[src/hdl/assert_macros.svh]
// ----------------------------------------------------------------------------
// Assertion macros
// Shared concurrent assertion forms for the fixed-point ALU.
// ----------------------------------------------------------------------------
`ifndef ASSERT_MACROS_SVH
`define ASSERT_MACROS_SVH

// Same-cycle implication, disabled while in reset
`define ASSERT_IMPL(lbl, clk, rst, ante, cons) \
   lbl: assert property (@(posedge clk) disable iff (rst) (ante) |-> (cons)) \
      else $error("assertion failed");

// Implication checked after the delay given by dly
`define ASSERT_DELAY(lbl, clk, rst, ante, dly, cons) \
   lbl: assert property (@(posedge clk) disable iff (rst) (ante) |-> ##dly (cons)) \
      else $error("assertion failed");

`endif

[src/hdl/fpa_pkg.sv]
// ----------------------------------------------------------------------------
// fpa_pkg
// Mode codes and shared types of the fixed-point ALU.
// ----------------------------------------------------------------------------
`default_nettype none
package fpa_pkg;
   localparam int FIELD_W = 32;
   localparam int MODE_W  = 4;

   localparam logic [MODE_W-1:0] MODE_ADD  = 4'd0;
   localparam logic [MODE_W-1:0] MODE_SUB  = 4'd1;
   localparam logic [MODE_W-1:0] MODE_MUL  = 4'd2;
   localparam logic [MODE_W-1:0] MODE_DIV  = 4'd3;
   localparam logic [MODE_W-1:0] MODE_GT   = 4'd4;
   localparam logic [MODE_W-1:0] MODE_GE   = 4'd5;
   localparam logic [MODE_W-1:0] MODE_LT   = 4'd6;
   localparam logic [MODE_W-1:0] MODE_LE   = 4'd7;
   localparam logic [MODE_W-1:0] MODE_EQ   = 4'd8;
   localparam logic [MODE_W-1:0] MODE_NE   = 4'd9;
   localparam logic [MODE_W-1:0] MODE_INC  = 4'd10;
   localparam logic [MODE_W-1:0] MODE_DEC  = 4'd11;
   localparam logic [MODE_W-1:0] MODE_MIN  = 4'd12;
   localparam logic [MODE_W-1:0] MODE_MAX  = 4'd13;
   localparam logic [MODE_W-1:0] MODE_FINT = 4'd14;
   localparam logic [MODE_W-1:0] MODE_TINT = 4'd15;

   // Sideband that travels with each word down the pipeline
   typedef struct packed {
      logic               is_div;
      logic               neg;
      logic               dz;
      logic               cmp;
      logic [FIELD_W-1:0] val;
   } fpa_side_type;
endpackage
`default_nettype wire

[src/hdl/fpa_div_step.sv]
// ----------------------------------------------------------------------------
// fpa_div_step
// One restoring divide step: one quotient bit per stage.
// ----------------------------------------------------------------------------
`default_nettype none
module fpa_div_step #(
   parameter int QW = 41,
   parameter int BW = 33
) (
   input  wire logic                  clock,
   input  wire logic                  reset,
   input  wire logic                  valid_i,
   input  wire fpa_pkg::fpa_side_type side_i,
   input  wire logic [BW-1:0]         rem_i,
   input  wire logic [QW-1:0]         dq_i,
   input  wire logic [BW-1:0]         bmag_i,
   output logic                       valid_ff,
   output fpa_pkg::fpa_side_type      side_ff,
   output logic [BW-1:0]              rem_ff,
   output logic [QW-1:0]              dq_ff,
   output logic [BW-1:0]              bmag_ff
);
   import fpa_pkg::*;

   logic [BW:0] trial;
   logic        fits;

   // Bring down the next dividend bit and try the subtract
   assign trial = {rem_i, dq_i[QW-1]};
   assign fits  = trial >= {1'b0, bmag_i};

   always_ff @(posedge clock) begin
      if (reset) begin
         valid_ff <= 1'b0;
      end else begin
         valid_ff <= valid_i;
      end
   end

   always_ff @(posedge clock) begin
      side_ff <= side_i;
      rem_ff  <= fits ? BW'(trial - {1'b0, bmag_i}) : BW'(trial);
      dq_ff   <= {dq_i[QW-2:0], fits};
      bmag_ff <= bmag_i;
   end
endmodule
`default_nettype wire

[config.mk]
export PLATFORM = sky130hd
export DESIGN_NAME = fpa_div_step
export DESIGN_NICKNAME = d
export VERILOG_FILES = /design/src/hdl/assert_macros.svh /design/src/hdl/fpa_pkg.sv /design/src/hdl/fpa_div_step.sv
export SDC_FILE = /design/constraint.sdc
export NUM_CORES = 1
export LEC_CHECK = 0
export ABC_AREA = 0
export BUFFER_PORTS_ARGS = -buffer_cell sky130_fd_sc_hd__buf_2
export CAP_MARGIN = 15
export CORE_ASPECT_RATIO = 1.25
export CORE_MARGIN = 1
export CORE_UTILIZATION = 25
export CTS_CLUSTER_DIAMETER = 30
export CTS_CLUSTER_SIZE = 25
export DETAILED_ROUTE_END_ITERATION = 10
export RECOVER_POWER = 100
export SYNTH_ARGS = -nofsm -noshare
export SYNTH_HDL_FRONTEND = slang
export SYNTH_SLANG_ARGS = --single-unit
[constraint.sdc]
create_clock -name clock -period 2.5 [get_ports clock]
set_clock_uncertainty 0.15 [all_clocks]
set_input_delay 0.125 -clock clock [delete_from_list [all_inputs] [get_ports clock]]
set_output_delay 0.125 -clock clock [all_outputs]
set_load 0.01 [all_outputs]
==> impl_metrics.csv <==
group,metric,value,unit
placement,place_congestion,0.860,
grt,antenna_found_initial,2,
clock_network,htree_levels,4,
route,first_pass_iters,4,
placement,post-place-ws,-0.366,ns
grt,grt-busiest-layer,"met2",
worst_setup_path,crit_path_start_kind,"input pin",
placement,place_inst,1141,
final_layout,layout.cells.most_common,"clkbuf_1",
yosys,synth-edff-count,0,
power,power,6640,uW
sta,setup_violations,0,
grt,grt_max_degree,41,
grt,met2_usage,0.334,
job,max_cap_viol_count,0,
worst_setup_path,worstPathMaxFanout,6,
die,die_area,21800,sq um
route,avgViaCountPerCell,4.22,
placement,portBuffers,289,
yosys,netlist_top_cells_area,"dfxtp_1 54%, ha_1 7.8%, nand2_1 4.1%, a21oi_1 3.2%, inv_1 3.0%",
yosys,seq_area_frac_synth,0.545,
die,io_pins,290,
sta,slew_violations,0,
final_layout,fin_cells,1316,
yosys,synth.distinct_cells,51,
sta,finalHoldViolCount,2,
route,drt_iter0_markers,173,
power,vdd_drop_max,0.449,mV
final_layout,layout_common_cells,"168 x clkbuf_1, 144 x dfxtp_1, 142 x dlygate4sd3_1",
yosys,yosysWarnings,0,
die,initial_core_util,0.254,
yosys,syn-num-nets,691,
final_layout,nFillCells,2063,
sta,fin_hold_ws,-0.268,ns
grt,grt_pass1_wl,29.1,mm
placement,dp_hpwl,14.4,mm
sta,worst_pin_slew,0.499,ns
yosys,synth_async_sr_flop_share,0,
worst_setup_path,crit_required,2.66,ns
grt,grt_pass1_vias,5731,
route,drc_errors,0,
route,vias,5553,
worst_setup_path,end_kind,"flop",
sta,period_share,0.984,
yosys,syn_inst,511,
final_layout,drive_gt1_frac,0.270,
grt,grt_util_met1,0.176,
min_path,hold_path_class,"in2reg",
die,row_count,59,
clock_network,clock-sinks,144,
worst_setup_path,arrival,2.62,ns
yosys,synth-seq-cells,144,
die,die_width,132,microns
clock_network,cts_tree,"yes",
sta,setup_ws,0.0403,ns
sta,relSlewSlack,0.659,
outcome,status,"finished, violations left",
final_layout,regArea,2880,sq um
yosys,synth_top_cell_by_area,"dfxtp_1",
die,die_y,165,microns
yosys,synthesis.area,5290,sq um
final_layout,multiInputGateArea,2250,sq um
final_layout,finalNetCount,1208,
route,routedWlPerCell,14.6,microns
grt,grtUsageTotal,0.176,
grt,grt_overflow_total,0,
power,p_leak,0.00430,uW
clock_network,path_clk_slew,0.07,ns
clock_network,clockBufferDepth,2,
worst_setup_path,critPathKind,"in2reg",
yosys,synthFlopType,"dfxtp_1",
yosys,synth_top_area_share,0.545,
grt,use_met3,0.0516,
power,power.density,695,nW/um^2
die,coreArea,20800,sq um
clock_network,numCtsBuffers,17,
clock_network,ctsRootBufferMaster,"clkbuf_16",
sta,max_freq,407,MHz
outcome,failed_checks,"hold timing",
final_layout,area_growth,80.5,%
sta,finalCriticalPeriod,2.46,ns
route,ant_nets,0,
route,wl,19.2,mm
yosys,syn_area_per_cell,10.4,sq um
final_layout,final_core_util,0.459,
==> metal layers <==
| metal | routed length (microns) | share of wire |
|---|---|---|
| met5 | 8 | 0.00042 |
| met2 | 10200 | 0.53 |
| met4 | 449 | 0.023 |
| met1 | 7240 | 0.38 |
| met3 | 1290 | 0.067 |
==> power by group <==
| group | internal (uW) | switching, uW |
|---|---|---|
| logic | 723 | 742 |
| registers | 2500 | 56.4 |
| clock network | 1510 | 1110 |
==> cells in the mapped netlist, drive strengths merged (3+ instances only) <==
cell and number:
buf 7, inv 43, nor2 15, nand2 58, o21bai 8, and3 7, a21o 11, a211oi 4
clkbuf 8, dfxtp 144, xor2 12, nand2b 4, nor4 4, xnor2 16, nand3 8, o21ai 45
o31ai 6, a31oi 3, ha 33, o211ai 3, o21a 4, a21oi 35, nor3 5, a21boi 3
nand4 3
==> cells by family after synthesis <==
family                   synth area share
AO/OA/AOI/OAI                       0.181
XOR/XNOR                           0.0463
adder cells (fa/ha/maj)            0.0818
buffers and inverters              0.0499
flip-flops                          0.545
multiplexers                      0.00284
AND/OR/NAND/NOR                    0.0936
==> worst max-delay path, stage by stage <==
cell           delay, ns
dlygate4sd3_1       0.54
buf_2               0.15
ha_4                0.16
a21oi_2             0.16
o21ai_2             0.10
a221o_1             0.34
a21oi_2             0.12
buf_4               0.13
o31ai_4             0.07
a41oi_4             0.26
buf_6               0.17
mux2_4              0.29
==> state kept, by name (all words and copies together), names as in the netlist <==
name      flops
bmag_ff      33
dq_ff        41
rem_ff       33
side_ff      36
valid_ff      1
==> per-stage QoR <==
stage               setup TNS [ns]  cell area, sq um
global placement             -6.55              7650
detailed placement           -8.19              7650
global route               -0.0820              9560
floorplan                  -0.0617              5330
CTS                              0              9670
finish                           0              9560
==> path summary, 6_finish.rpt <==
check / start / to / slack [ns] / cells past startpoint
setup / recovery: rem_i[19] / rem_ff[1] / 0.04 / 12
hold / removal: bmag_i[0] / bmag_ff[0] / -0.27 / 1
==> what timing repair did <==
action                                 CTS  global route
setup endpoints to repair                0            34
hold buffers                           142             1
gates resized for setup                  0            20
endpoints found under the hold margin  143             3
setup buffers                            0             1
==> final cells by class <==
class	count	share of cell area
clock buffer	18	0.0449
sequential	144	0.302
clock inverter	14	0.0175
antenna	1	0.000262
timing repair buffer	513	0.346
multi-input combinational	309	0.236
tap	274	0.0359
inverter	43	0.0182
(Power assumes the default switching activity.)
