<file path="config.mk">
export PLATFORM = sky130hd
export DESIGN_NAME = fpa_prep
export DESIGN_NICKNAME = d
export VERILOG_FILES = /design/src/hdl/assert_macros.svh /design/src/hdl/fpa_pkg.sv /design/src/hdl/fpa_prep.sv
export SDC_FILE = /design/constraint.sdc
export NUM_CORES = 2
export LEC_CHECK = 0
export ABC_CLOCK_PERIOD_IN_PS = 9300
export BUFFER_PORTS_ARGS = -buffer_cell sky130_fd_sc_hd__buf_4
export CAP_MARGIN = 40
export CORE_MARGIN = 8
export CORE_UTILIZATION = 59
export DETAILED_ROUTE_END_ITERATION = 8
export PLACE_DENSITY = 0.8
export SETUP_SLACK_MARGIN = 0.4
export SLEW_MARGIN = 0
export SYNTH_ARGS = -nofsm -noshare
export SYNTH_HDL_FRONTEND = slang
export SYNTH_SLANG_ARGS = --single-unit
</file>
<file path="constraint.sdc">
create_clock -name clock -period 9.3 [get_ports clock]
set_input_delay 1.86 -clock clock [delete_from_list [all_inputs] [get_ports clock]]
set_output_delay 1.86 -clock clock [all_outputs]
set_load 0.01 [all_outputs]
</file>
<file path="src/hdl/assert_macros.svh">
// ----------------------------------------------------------------------------
// Assertion macros
// Shared concurrent assertion forms for the fixed-point ALU.
// ----------------------------------------------------------------------------
`ifndef ASSERT_MACROS_SVH
`define ASSERT_MACROS_SVH

// Same-cycle implication, disabled while in reset
`define ASSERT_IMPL(lbl, clk, rst, ante, cons) \
   lbl: assert property (@(posedge clk) disable iff (rst) (ante) |-> (cons)) \
      else $error("assertion failed");

// Implication checked after the delay given by dly
`define ASSERT_DELAY(lbl, clk, rst, ante, dly, cons) \
   lbl: assert property (@(posedge clk) disable iff (rst) (ante) |-> ##dly (cons)) \
      else $error("assertion failed");

`endif

</file>
<file path="src/hdl/fpa_pkg.sv">
// ----------------------------------------------------------------------------
// fpa_pkg
// Mode codes and shared types of the fixed-point ALU.
// ----------------------------------------------------------------------------
`default_nettype none
package fpa_pkg;
   localparam int FIELD_W = 32;
   localparam int MODE_W  = 4;

   localparam logic [MODE_W-1:0] MODE_ADD  = 4'd0;
   localparam logic [MODE_W-1:0] MODE_SUB  = 4'd1;
   localparam logic [MODE_W-1:0] MODE_MUL  = 4'd2;
   localparam logic [MODE_W-1:0] MODE_DIV  = 4'd3;
   localparam logic [MODE_W-1:0] MODE_GT   = 4'd4;
   localparam logic [MODE_W-1:0] MODE_GE   = 4'd5;
   localparam logic [MODE_W-1:0] MODE_LT   = 4'd6;
   localparam logic [MODE_W-1:0] MODE_LE   = 4'd7;
   localparam logic [MODE_W-1:0] MODE_EQ   = 4'd8;
   localparam logic [MODE_W-1:0] MODE_NE   = 4'd9;
   localparam logic [MODE_W-1:0] MODE_INC  = 4'd10;
   localparam logic [MODE_W-1:0] MODE_DEC  = 4'd11;
   localparam logic [MODE_W-1:0] MODE_MIN  = 4'd12;
   localparam logic [MODE_W-1:0] MODE_MAX  = 4'd13;
   localparam logic [MODE_W-1:0] MODE_FINT = 4'd14;
   localparam logic [MODE_W-1:0] MODE_TINT = 4'd15;

   // Sideband that travels with each word down the pipeline
   typedef struct packed {
      logic               is_div;
      logic               neg;
      logic               dz;
      logic               cmp;
      logic [FIELD_W-1:0] val;
   } fpa_side_type;
endpackage
`default_nettype wire

</file>
<file path="src/hdl/fpa_prep.sv">
// ----------------------------------------------------------------------------
// fpa_prep
// First stage: decode, simple ALU ops, full product and divide operands.
// ----------------------------------------------------------------------------
`default_nettype none
module fpa_prep #(
   parameter int FRAC_BITS  = 8,
   parameter int DATA_WIDTH = 32
) (
   input  wire logic                                  clock,
   input  wire logic                                  reset,
   input  wire logic                                  in_valid,
   input  wire logic [fpa_pkg::MODE_W-1:0]            mode,
   input  wire logic signed [fpa_pkg::FIELD_W-1:0]    operand_a,
   input  wire logic signed [fpa_pkg::FIELD_W-1:0]    operand_b,
   output logic                                       valid_ff,
   output fpa_pkg::fpa_side_type                      side_ff,
   output logic                                       is_mul_ff,
   output logic signed [2*((DATA_WIDTH < 32) ? DATA_WIDTH : 32)-1:0] prod_ff,
   output logic [((DATA_WIDTH < 32) ? DATA_WIDTH : 32)+FRAC_BITS:0]  dmag_ff,
   output logic [((DATA_WIDTH < 32) ? DATA_WIDTH : 32):0]            bmag_ff
);
   import fpa_pkg::*;

   localparam int EW = (DATA_WIDTH < 32) ? DATA_WIDTH : 32;
   localparam int BW = EW + 1;
   localparam int QW = EW + 1 + FRAC_BITS;

   logic signed [EW-1:0]   a_s, b_s;
   logic signed [BW-1:0]   a_x, b_x;
   logic [BW-1:0]          a_mag;
   logic [EW-1:0]          val_e;
   logic                   cmp_e, lt, gt;
   logic signed [2*EW-1:0] prod_in;
   fpa_side_type           side_in;

   function automatic logic signed [EW-1:0] a_s_from(input logic [FIELD_W-1:0] x);
      return x[EW-1:0];
   endfunction

   assign a_s = a_s_from(operand_a);
   assign b_s = a_s_from(operand_b);
   assign a_x = BW'(a_s);
   assign b_x = BW'(b_s);
   assign lt  = a_s < b_s;
   assign gt  = b_s < a_s;

   // Evaluate the modes that need neither the product nor the divider
   always_comb begin
      val_e = '0;
      cmp_e = 1'b0;
      unique case (mode)
         MODE_ADD:  val_e = a_s + b_s;
         MODE_SUB:  val_e = a_s - b_s;
         MODE_MUL:  val_e = '0;
         MODE_DIV:  val_e = '0;
         MODE_GT:   cmp_e = gt;
         MODE_GE:   cmp_e = !lt;
         MODE_LT:   cmp_e = lt;
         MODE_LE:   cmp_e = !gt;
         MODE_EQ:   cmp_e = (a_s == b_s);
         MODE_NE:   cmp_e = (a_s != b_s);
         MODE_INC:  val_e = a_s + EW'(1);
         MODE_DEC:  val_e = a_s - EW'(1);
         MODE_MIN:  val_e = lt ? a_s : b_s;
         MODE_MAX:  val_e = gt ? a_s : b_s;
         MODE_FINT: val_e = a_s << FRAC_BITS;
         MODE_TINT: val_e = a_s >>> FRAC_BITS;
         default:   val_e = '0;
      endcase
   end

   assign prod_in        = a_s * b_s;
   assign a_mag          = a_s[EW-1] ? BW'(-a_x) : BW'(a_x);
   assign side_in.is_div = (mode == MODE_DIV);
   assign side_in.neg    = a_s[EW-1] ^ b_s[EW-1];
   assign side_in.dz     = (mode == MODE_DIV) && (b_s == '0);
   assign side_in.cmp    = cmp_e;
   assign side_in.val    = FIELD_W'(val_e);

   // Advance the valid bit
   always_ff @(posedge clock) begin
      if (reset) begin
         valid_ff <= 1'b0;
      end else begin
         valid_ff <= in_valid;
      end
   end

   // Capture the payload
   always_ff @(posedge clock) begin
      side_ff   <= side_in;
      is_mul_ff <= (mode == MODE_MUL);
      prod_ff   <= prod_in;
      dmag_ff   <= QW'(a_mag) << FRAC_BITS;
      bmag_ff   <= b_s[EW-1] ? BW'(-b_x) : BW'(b_x);
   end
endmodule
`default_nettype wire

</file>
==> metrics.csv <==
metric,value,unit
fin_util,65.9,%
synthTopCellsByCount,"fa_1, inv_1, nand2_1, and2_1, ha_1",
place_congestion,0.992,
drive_gt1_share,11.8,%
io_buffers,238,
hp-class,primary input to register,
final_cells,6497,
synthCells,5197,
path_common_cell,fa_1,
grt.overflow.total,0,
core,79000,um^2
path_class,primary input to register,
worstPathMaxFanout,22,
synth_xor_area_share,3.69,%
grt_pass1_vias,40900,
synth_compound_area_share,8.08,%
synth_area_per_cell,9.05,um^2
grt_max_degree,38,
grt_antenna_before_repair,12,
arrival,9.08,ns
yosys.area_share.simple,15.6,%
track_usage,33.9,%
max_cap_violations,0,
cts_tree,done,
fin_crit_sh,93.1,%
muxShareOfSynthArea,0.782,%
synth_top_flop_cell,dfxtp_1,
start_util,59.5,%
yosysMostFrequentCell,fa_1,
cts.path.max_buffers,2,
syn2layout_area_growth,10.7,%
die_h,298,um
end_kind,register,
via_per_inst,5.87,
setup_viol,0,
cts_root_buf,clkbuf_16,
crit_required,9.72,ns
die_width,298,um
via_count,38200,
dr.pass1.iters,6,
ys_types,85,
yosys-top-cells-area,"fa_1, inv_1, ha_1",
max_freq,115,MHz
startpoint_type,primary input,
ys_seq_elements,168,
wirelength,150,mm
syn_area,47000,um^2
hpwl,125,mm
antenna_left,0,
synth_top_family_by_area,adder cells,
synth_top_area_share,46.1,%
rsz0062_at_grt,true,
die-area,89000,um^2
cts_buffers,17,
multi_input_area,38700,um^2
seqCellArea,3360,um^2
nNetsFinal,6858,
cpMaxStageDelayCell,fa_1,
worstMarginPinSlew,0.998,ns
ys_seq_area_share,7.15,%
synthAdderAreaFrac,53.6,%
max_stage_delay,0.62,ns
yosysWarnings,0,
drtIter0Drc,3714,
async_flop_share,0,%
rows,103,
nFillCells,6268,
fin_crit,8.66,ns
fin_setup_tns,0,ns
grt_first_pass_wirelength,233,mm
status,"complete, no violations",
clk_pin_slew,0.09,ns
synth_edf_count,0,
ios,247,
dp.cells,6444,
synth_top_cell_by_area,fa_1,
worstPathCellList,buf_4 > buf_4 > nand2_1 > fa_1 > inv_1 > fa_1 > fa_1 > fa_1 > fa_1 > fa_1 > fa_1 > fa_1 > ha_1 > a21oi_1 > buf_4 > o21bai_1 > a21oi_2 > nor2b_4 > o2111ai_1 > buf_4 > a31oi_2 > o21bai_1 > xnor2_1,
report.final.hold_viol_count,0,
slew_headroom,33.5,%
drcViolationCount,0,
wire_per_inst,23.0,um
final_max_slew_viol_count,0,
cts.sinks,168,
htreeDepth,4,
metal layers:
layer | vias to the layer above | global-route usage [%] | wire length (um)
li1 | 16200 | - | -
met5 | - | 0 | 23
met1 | 19200 | 39.1 | 50800
met2 | 2114 | 56.7 | 73600
met4 | 4 | 22.8 | 11800
met3 | 610 | 7.09 | 13400
per-stage QoR:
step / worst slack [ns] / hold slack [ns] / area [um^2]
after floorplan: 0.394 / 1.89 / 47200
after global placement: -0.948 / 2.02 / 51000
after global routing: 0.331 / 1.48 / 52000
after CTS: 0.411 / 1.47 / 51700
final: 0.637 / 1.50 / 52000
after detailed placement: -0.598 / 2.03 / 51100
placed cells by master, fill, tap and decap left out, types with 12 or more instances in the layout:
master / n
a211oi_1: 18
a21o_1: 37
a21oi_1: 168
a222oi_1: 14
and2_1: 442
and3_1: 17
buf_4: 480
buf_6: 19
clkbuf_16: 17
dfxtp_1: 168
diode_2: 12
fa_1: 1080
ha_1: 275
inv_1: 1041
mux2i_1: 24
nand2_1: 595
nand2b_1: 36
nand3_1: 43
nand4_1: 26
nor2_1: 184
nor2b_1: 16
nor3_1: 30
nor4_1: 12
o211ai_1: 17
o21a_1: 20
o21ai_0: 117
o21ai_1: 13
o21bai_1: 23
o221ai_1: 13
o31ai_1: 23
or3_1: 13
xnor2_1: 159
xor2_1: 39
path summary, 6_finish.rpt:
| path | cells after the start | startpoint | slack [ns] | to |
|---|---|---|---|---|
| worst max-delay path | 23 | operand_a[27] | 0.64 | prod_ff[60] |
| worst min-delay path | 2 | reset | 1.50 | valid_ff |
logic make-up after synthesis:
group                      after synthesis
muxes                                   35
DFF                                    168
xor gates and xnor gates               198
buffers and inverters                 1369
AOI/OAI and AO/OA                      585
other                                    1
adders and majority gates             1365
and+or+nand+nor                       1476
critical path, delay by kind of cell:
kind            cells  cell delay (ns)
compound gates      6             1.09
xor+xnor            1             0.13
fa+ha+maj           9             4.47
buf+inv             5             1.09
simple gates        2             0.40
sequential cells by signal, indices dropped and copies added, names as in the netlist:
name       cells
bmag_ff       33
is_mul_ff      1
valid_ff       1
dmag_ff       33
side_ff       36
prod_ff       64
cell type report:
class	count	area share [%]
clock inverter	15	0.397
multi-input combinational	3669	74.3
inverter	1054	7.66
antenna	12	0.0577
tap	1050	2.52
sequential	168	6.46
timing repair buffer	512	7.76
clock buffer	17	0.817
repair_timing:
item	CTS	global route
pin swaps	1	9
setup endpoints to repair	7	19
hold buffers	0	0
buffers inserted	2	6
gates resized for setup	9	62
Power is left out: the tool's default activity adds up to more than one toggle a clock period on the data nets, which glitch-free logic cannot reach.
