<file path="src/hdl/assert_macros.svh">
// ----------------------------------------------------------------------------
// Assertion macros
// Shared concurrent assertion forms for the fixed-point ALU.
// ----------------------------------------------------------------------------
`ifndef ASSERT_MACROS_SVH
`define ASSERT_MACROS_SVH

// Same-cycle implication, disabled while in reset
`define ASSERT_IMPL(lbl, clk, rst, ante, cons) \
   lbl: assert property (@(posedge clk) disable iff (rst) (ante) |-> (cons)) \
      else $error("assertion failed");

// Implication checked after the delay given by dly
`define ASSERT_DELAY(lbl, clk, rst, ante, dly, cons) \
   lbl: assert property (@(posedge clk) disable iff (rst) (ante) |-> ##dly (cons)) \
      else $error("assertion failed");

`endif

</file>
<file path="src/hdl/fpa_pkg.sv">
// ----------------------------------------------------------------------------
// fpa_pkg
// Mode codes and shared types of the fixed-point ALU.
// ----------------------------------------------------------------------------
`default_nettype none
package fpa_pkg;
   localparam int FIELD_W = 32;
   localparam int MODE_W  = 4;

   localparam logic [MODE_W-1:0] MODE_ADD  = 4'd0;
   localparam logic [MODE_W-1:0] MODE_SUB  = 4'd1;
   localparam logic [MODE_W-1:0] MODE_MUL  = 4'd2;
   localparam logic [MODE_W-1:0] MODE_DIV  = 4'd3;
   localparam logic [MODE_W-1:0] MODE_GT   = 4'd4;
   localparam logic [MODE_W-1:0] MODE_GE   = 4'd5;
   localparam logic [MODE_W-1:0] MODE_LT   = 4'd6;
   localparam logic [MODE_W-1:0] MODE_LE   = 4'd7;
   localparam logic [MODE_W-1:0] MODE_EQ   = 4'd8;
   localparam logic [MODE_W-1:0] MODE_NE   = 4'd9;
   localparam logic [MODE_W-1:0] MODE_INC  = 4'd10;
   localparam logic [MODE_W-1:0] MODE_DEC  = 4'd11;
   localparam logic [MODE_W-1:0] MODE_MIN  = 4'd12;
   localparam logic [MODE_W-1:0] MODE_MAX  = 4'd13;
   localparam logic [MODE_W-1:0] MODE_FINT = 4'd14;
   localparam logic [MODE_W-1:0] MODE_TINT = 4'd15;

   // Sideband that travels with each word down the pipeline
   typedef struct packed {
      logic               is_div;
      logic               neg;
      logic               dz;
      logic               cmp;
      logic [FIELD_W-1:0] val;
   } fpa_side_type;
endpackage
`default_nettype wire

</file>
<file path="src/hdl/fpa_align.sv">
// ----------------------------------------------------------------------------
// fpa_align
// Second stage: scale the product and pass the sideband on to the divider.
// ----------------------------------------------------------------------------
`default_nettype none
module fpa_align #(
   parameter int FRAC_BITS  = 8,
   parameter int DATA_WIDTH = 32
) (
   input  wire logic                   clock,
   input  wire logic                   reset,
   input  wire logic                   valid_i,
   input  wire fpa_pkg::fpa_side_type  side_i,
   input  wire logic                   is_mul_i,
   input  wire logic signed [2*((DATA_WIDTH < 32) ? DATA_WIDTH : 32)-1:0] prod_i,
   output logic                        valid_ff,
   output fpa_pkg::fpa_side_type       side_ff
);
   import fpa_pkg::*;

   localparam int EW = (DATA_WIDTH < 32) ? DATA_WIDTH : 32;

   logic signed [2*EW-1:0] prod_sh;
   fpa_side_type           side_in;

   // Shift the product right arithmetically and keep the low bits
   assign prod_sh = prod_i >>> FRAC_BITS;

   always_comb begin
      side_in = side_i;
      if (is_mul_i) begin
         side_in.val = FIELD_W'(prod_sh[EW-1:0]);
      end
   end

   always_ff @(posedge clock) begin
      if (reset) begin
         valid_ff <= 1'b0;
      end else begin
         valid_ff <= valid_i;
      end
   end

   always_ff @(posedge clock) begin
      side_ff <= side_in;
   end
endmodule
`default_nettype wire

</file>
<file path="config.mk">
export PLATFORM = sky130hd
export DESIGN_NAME = fpa_align
export DESIGN_NICKNAME = d
export VERILOG_FILES = /design/src/hdl/assert_macros.svh /design/src/hdl/fpa_pkg.sv /design/src/hdl/fpa_align.sv
export SDC_FILE = /design/constraint.sdc
export NUM_CORES = 1
export LEC_CHECK = 0
export BUFFER_PORTS_ARGS = -buffer_cell sky130_fd_sc_hd__buf_2
export CAP_MARGIN = 10
export CORE_ASPECT_RATIO = 1.5
export CORE_MARGIN = 4
export CORE_UTILIZATION = 34
export CTS_CLUSTER_DIAMETER = 100
export DETAILED_ROUTE_END_ITERATION = 10
export GPL_TIMING_DRIVEN = 1
export PLACE_DENSITY = 0.8
export SLEW_MARGIN = 20
export SYNTH_ARGS = -nofsm -noshare
export SYNTH_HDL_FRONTEND = slang
export SYNTH_SLANG_ARGS = --single-unit
</file>
<file path="constraint.sdc">
create_clock -name clock -period 1 [get_ports clock]
set_input_delay 0.1 -clock clock [delete_from_list [all_inputs] [get_ports clock]]
set_output_delay 0.1 -clock clock [all_outputs]
set_load 0.01 [all_outputs]
</file>
==> impl_metrics.ini, run 1 <==
[clock_network]
cts_resized = 0
clk_path_buf_depth = 2
ctsRootBufferMaster = clkbuf_8
cts_tree = yes
cts_made_buffers = 5
numClockSinks = 37
cts-htree-levels = 2
clkTransAtPathRegs_ps = 80

[sta]
finalMaxSlewViolations = 0
max_freq_ghz = 1.205
worst_pin_slew_ps = 158.2
rsz0062_at_grt = no
hold_violations = 0
hold-worst-slack_ps = 17.28
setup_viol = 0
fin_ws_ps = 170.2
relSlewSlack = 0.8945
fin_setup_tns_ps = 0
fin_crit_sh = 0.8298
min_period_ps = 829.8

[route]
drtIter0Drc = 13
wl_per_cell_um = 12.30
vias = 992
viasPerCell = 4.203
antenna_left = 0
wl_um = 2902
dr.pass1.iters = 2
drc_errors = 0

[final_layout]
finalNonFillerCells = 236
areaGrowthSynthToFinish_pct = 56.40
drive_gt1_frac = 0.7772
area.sequential_um2 = 740.7
nets = 296
diodes = 0
multi_input_area_um2 = 479.2
fillers = 332

[setup_path]
path_delay_family = flip-flops
worst-path-buf-inv = 1
crit_path_max_incr_delay_ps = 320
path_class = reg2out
cp_cell_sequence = buf_2
startpoint_type = register
critical_path_arrival_ps = 730
critPathSlowestCell = dfxtp_1
cp_data_required_time_ps = 900
worstPathMaxFanout = 1
critPathCaptureType = output pin

[place]
place_ws_ps = 110.1
gp_congestion = 0.6697
hpwlAfterDp_um = 2362
dp.cells = 223
numPortBuffers = 108

[floorplan]
dieArea_mm2 = 0.004868
core_mm2 = 0.003682
ios = 141
fp.dieH_um = 83.48
rows = 27
initial_utilization = 0.3507
die-width_um = 58.32

[worst_hold_path]
hp-class = in2reg
hold_depth = 2
holdPathEnd = valid_ff
holdCritStartpoint = valid_i

[pwr]
finalPower_w = 0.003413
sw_frac_of_total = 0.2157
p_clk_frac = 0.370
leakage_nw = 1.088
intPower_w = 0.002676
switchingPower_w = 0.0007362
comb_power_share = 0.159
power_frac_seq = 0.471
p_per_area_mw_per_mm2 = 1690
peakVddDrop_uv = 1179

[logic_synthesis]
yosysSeqAreaShare = 0.5736
syn_nets = 178
ys_types = 6
netlist_area_mm2 = 0.001291
ys_warn_count = 0
ys_ff_latch = 37
synthCells = 74
synth.avg_cell_area_um2 = 17.45

[outcome]
outcome = finished clean

[global_route]
overflow = 0
grt_pass1_wl_um = 4526
grt_max_degree = 21
antenna_found_initial = 0
grt_pass1_vias = 1055
grt.total_usage = 0.1243

[job]
max_cap_viol_count = 0
==> Yosys cell counts <==
cell type / n / share of area
buf_6: 1 / 0.0087
buf_12: 3 / 0.047
dfxtp_1: 37 / 0.57
mux2_4: 30 / 0.35
nor2b_1: 1 / 0.0048
mux2_2: 2 / 0.017
==> routing by layer <==
metal  part of all wire  routed length, um  track usage  vias up
met5                  0                  0            0        -
met4              0.025                 73      0.07595        0
met3               0.15                425      0.04954        7
met2               0.49               1434       0.2075       76
met1               0.33                969       0.1240      422
li1                   -                  -            -      487
==> cell usage in the layout, fill, tap and decap left out <==
cell type	synthesis	final
buf_2	0	108
dfxtp_1	37	37
mux2_4	30	30
clkbuf_8	0	5
dlygate4sd3_1	0	5
mux2_2	2	2
buf_12	3	2
nor2b_1	1	1
bufinv_16	0	1
clkinvlp_4	0	1
clkinv_4	0	1
==> power groups by stage <==
stage | Sequential (W) | Clock (W) | Combinational (W)
final | 0.00161 | 0.00126 | 0.000543
after global routing | 0.00162 | 0.00137 | 0.000587
after CTS | 0.00161 | 0.00131 | 0.000553
after detailed placement | 0.00164 | 0 | 0.000536
after global placement | 0.00164 | 0 | 0.000528
after floorplan | 0.00171 | 0 | 0.000220
==> through the flow <==
step | util | cell area (um2)
after global routing | 0.5484 | 2019
after detailed placement | 0.5036 | 1854
final | 0.5484 | 2019
after global placement | 0.5036 | 1854
after floorplan | - | 1291
after CTS | 0.5484 | 2019
==> timing repair <==
action,4_1_cts,5_1_grt
hold endpoints to repair,5,0
hold buffers,5,0
buffers inserted,0,0
==> registers in the layout, summed over array words and instances, names as in the netlist <==
| register | flops |
|---|---|
| side_ff | 36 |
| valid_ff | 1 |
==> logic make-up after synthesis <==
| group | synth area share |
|---|---|
| flops | 0.5736 |
| mux | 0.3663 |
| buf+inv | 0.05523 |
| simple gates | 0.004848 |
==> final cells by class <==
type | count | share of cell area
Clock buffer | 5 | 0.03408
Clock inverter | 3 | 0.02292
Multi-Input combinational cell | 33 | 0.2373
Sequential cell | 37 | 0.3668
Tap cell | 43 | 0.02664
Timing Repair Buffer | 115 | 0.3123
==> how the worst max path moves through the flow <==
stage	slack (ps)	to	from	cells after the start
3_5_place_dp	110	side_ff[21]	is_mul_i	3
3_3_place_gp	120	side_ff[27]	is_mul_i	3
2_1_floorplan	240	side_ff[0]	is_mul_i	3
5_1_grt	120	side_ff[8]	side_ff[8]	1
6_report	170	side_ff[32]	side_ff[32]	1
4_1_cts	150	side_ff[2]	side_ff[2]	1
No activity file was read; power rests on OpenSTA's default activity.
==> inputs of run 2 (changes only) <==
--- a/config.mk
+++ b/config.mk
@@ -5,15 +5,16 @@
 export SDC_FILE = /design/constraint.sdc
 export NUM_CORES = 1
 export LEC_CHECK = 0
+export ABC_AREA = 1
 export BUFFER_PORTS_ARGS = -buffer_cell sky130_fd_sc_hd__buf_2
 export CAP_MARGIN = 10
 export CORE_ASPECT_RATIO = 1.5
 export CORE_MARGIN = 4
-export CORE_UTILIZATION = 34
+export CORE_UTILIZATION = 33
 export CTS_CLUSTER_DIAMETER = 100
 export DETAILED_ROUTE_END_ITERATION = 10
 export GPL_TIMING_DRIVEN = 1
-export PLACE_DENSITY = 0.8
+export PLACE_DENSITY = 0.79
 export SLEW_MARGIN = 20
 export SYNTH_ARGS = -nofsm -noshare
 export SYNTH_HDL_FRONTEND = slang
==> constraint.sdc (replaced) <==
create_clock -name clock -period 0.8 [get_ports clock]
set_input_delay 0.08 -clock clock [delete_from_list [all_inputs] [get_ports clock]]
set_output_delay 0.08 -clock clock [all_outputs]
set_load 0.01 [all_outputs]
==> impl_metrics.ini, run 2 <==
[logic_synthesis]
ys_types = 9
synth-edff-count = 0
synth.top_cells.by_count = nand2_1, dfxtp_1, nand2_2
ys_ff_latch = 37
ys_warn_count = 0
synth.avg_cell_area_um2 = 8.671
netlist_area_mm2 = 0.001240
syn_nets = 247
yosysSeqAreaShare = 0.5974
async_reset_ff_frac = 0
synth_ff_type = dfxtp_1
yosysTopAreaCell = dfxtp_1
yosys-top-cells-area = dfxtp_1, nand2_1, nand2_2, clkbuf_8, buf_6
yosysMostFrequentCell = nand2_1
synth_top_area_share = 0.5974
synthCells = 143

[global_route]
overflow = 0
grt.total_usage = 0.2169
grt_pass1_wl_um = 7907
grt_max_degree = 33
antenna_found_initial = 0
grt_pass1_vias = 1732

[final_layout]
mostFrequentLayoutCell = buf_2
final_cell_mix = buf_2, nand2_1, dlygate4sd3_1
drive_gt1_frac = 0.4506
largestRegisters = side_ff x36, valid_ff x1
top_register = side_ff
nets = 427
largest_reg_flops = 36
fin_util = 0.7359
finalNonFillerCells = 367
areaGrowthSynthToFinish_pct = 116.5
diodes = 0

[place]
hpwlAfterDp_um = 2544
numPortBuffers = 108
dp.cells = 289
gp_congestion = 0.7071

[sta]
fin_crit_sh = 1.021
rsz0062_at_grt = yes
relSlewSlack = 0.8492
max_freq_ghz = 1.224
fin_ws_ps = -17.02
fin_setup_tns_ps = -28.05
hold_violations = 0
hold-worst-slack_ps = 248.9
finalMaxSlewViolations = 0
min_period_ps = 817.0
setup_viol = 4
worst_pin_slew_ps = 226.3

[route]
antenna_left = 0
wl_um = 5252
wl_per_cell_um = 14.31
dr.pass1.iters = 4
drc_errors = 0
drtIter0Drc = 73
vias = 1577
viasPerCell = 4.297

[setup_path]
cp_cell_sequence = buf_2
path_delay_family = flip-flops
critical_path_arrival_ps = 740
cp_data_required_time_ps = 720
worstPathMaxFanout = 1
worst-path-buf-inv = 1
critPathCaptureType = output pin
critPathSlowestCell = dfxtp_1
path_class = reg2out
startpoint_type = register
crit_path_max_incr_delay_ps = 330

[job]
max_cap_viol_count = 0

[pwr]
finalPower_w = 0.004242
p_per_area_mw_per_mm2 = 1580
leakage_nw = 1.430
peakVddDrop_uv = 1095

[outcome]
violations = setup timing
outcome = finished with violations

[clock_network]
numClockSinks = 37
ctsRootBufferMaster = clkbuf_8
cts_tree = yes
clk_path_buf_depth = 2
clkTransAtPathRegs_ps = 70
cts_made_buffers = 5
cts-htree-levels = 2

[worst_hold_path]
hp-class = in2reg

[floorplan]
core_mm2 = 0.003649
ios = 141
rows = 27
die-width_um = 58.05
dieArea_mm2 = 0.004823
fp.dieH_um = 83.08
initial_utilization = 0.3398
[run 2: cell families (layout without fill, tap and decap cells)]
logic type | count (synthesis) | after routing | share of synthesized area
and+or+nand+nor | 97 | 97 | 0.3138
DFF | 37 | 37 | 0.5974
buffers and inverters | 9 | 190 | 0.08879
[run 2: per-stage QoR]
| stage | cell area [um2] | setup slack (ps) |
|---|---|---|
| floorplan | 1240 | 245.6 |
| global placement | 1767 | 163.4 |
| detailed placement | 1767 | 148.2 |
| CTS | 2571 | -17.18 |
| global route | 2685 | -44.50 |
| finish | 2685 | -17.02 |
[run 2: repair_timing]
item	in CTS	in global routing
gates resized for setup	5	32
buffers inserted	0	0
hold endpoints to repair	37	0
hold buffers	70	0
endpoints found under the setup margin	24	37
[run 2: worst paths after layout]
kind	startpoint	endpoint	slack, ps	depth (start not counted)
worst max-delay path	side_ff[8]	side_ff[8]	-20	1
worst min-delay path	is_mul_i	side_ff[28]	250	4
[run 2: per-layer routing]
layer	share of wire	track usage	wire length, um
met3	0.052	0.04821	275
met1	0.32	0.1931	1691
met5	0	0	0
met4	0.044	0.1287	231
met2	0.58	0.4156	3054
[run 2: cell type report]
cell class                      instances  area, um2
Multi-Input combinational cell         97      389.1
Sequential cell                        37      763.2
Timing Repair Buffer                  180       1381
Inverter                                2      15.01
Clock buffer                            6      72.57
Clock inverter                          2      10.01
Fill cell                             251      963.4
Tap cell                               43      53.80
[run 2: power breakdown]
group          switching [W]  internal, W  leakage (nW)
clock               0.000623     0.000603        0.0450
combinational       0.000385     0.000586          1.07
sequential         0.0000476      0.00200         0.313
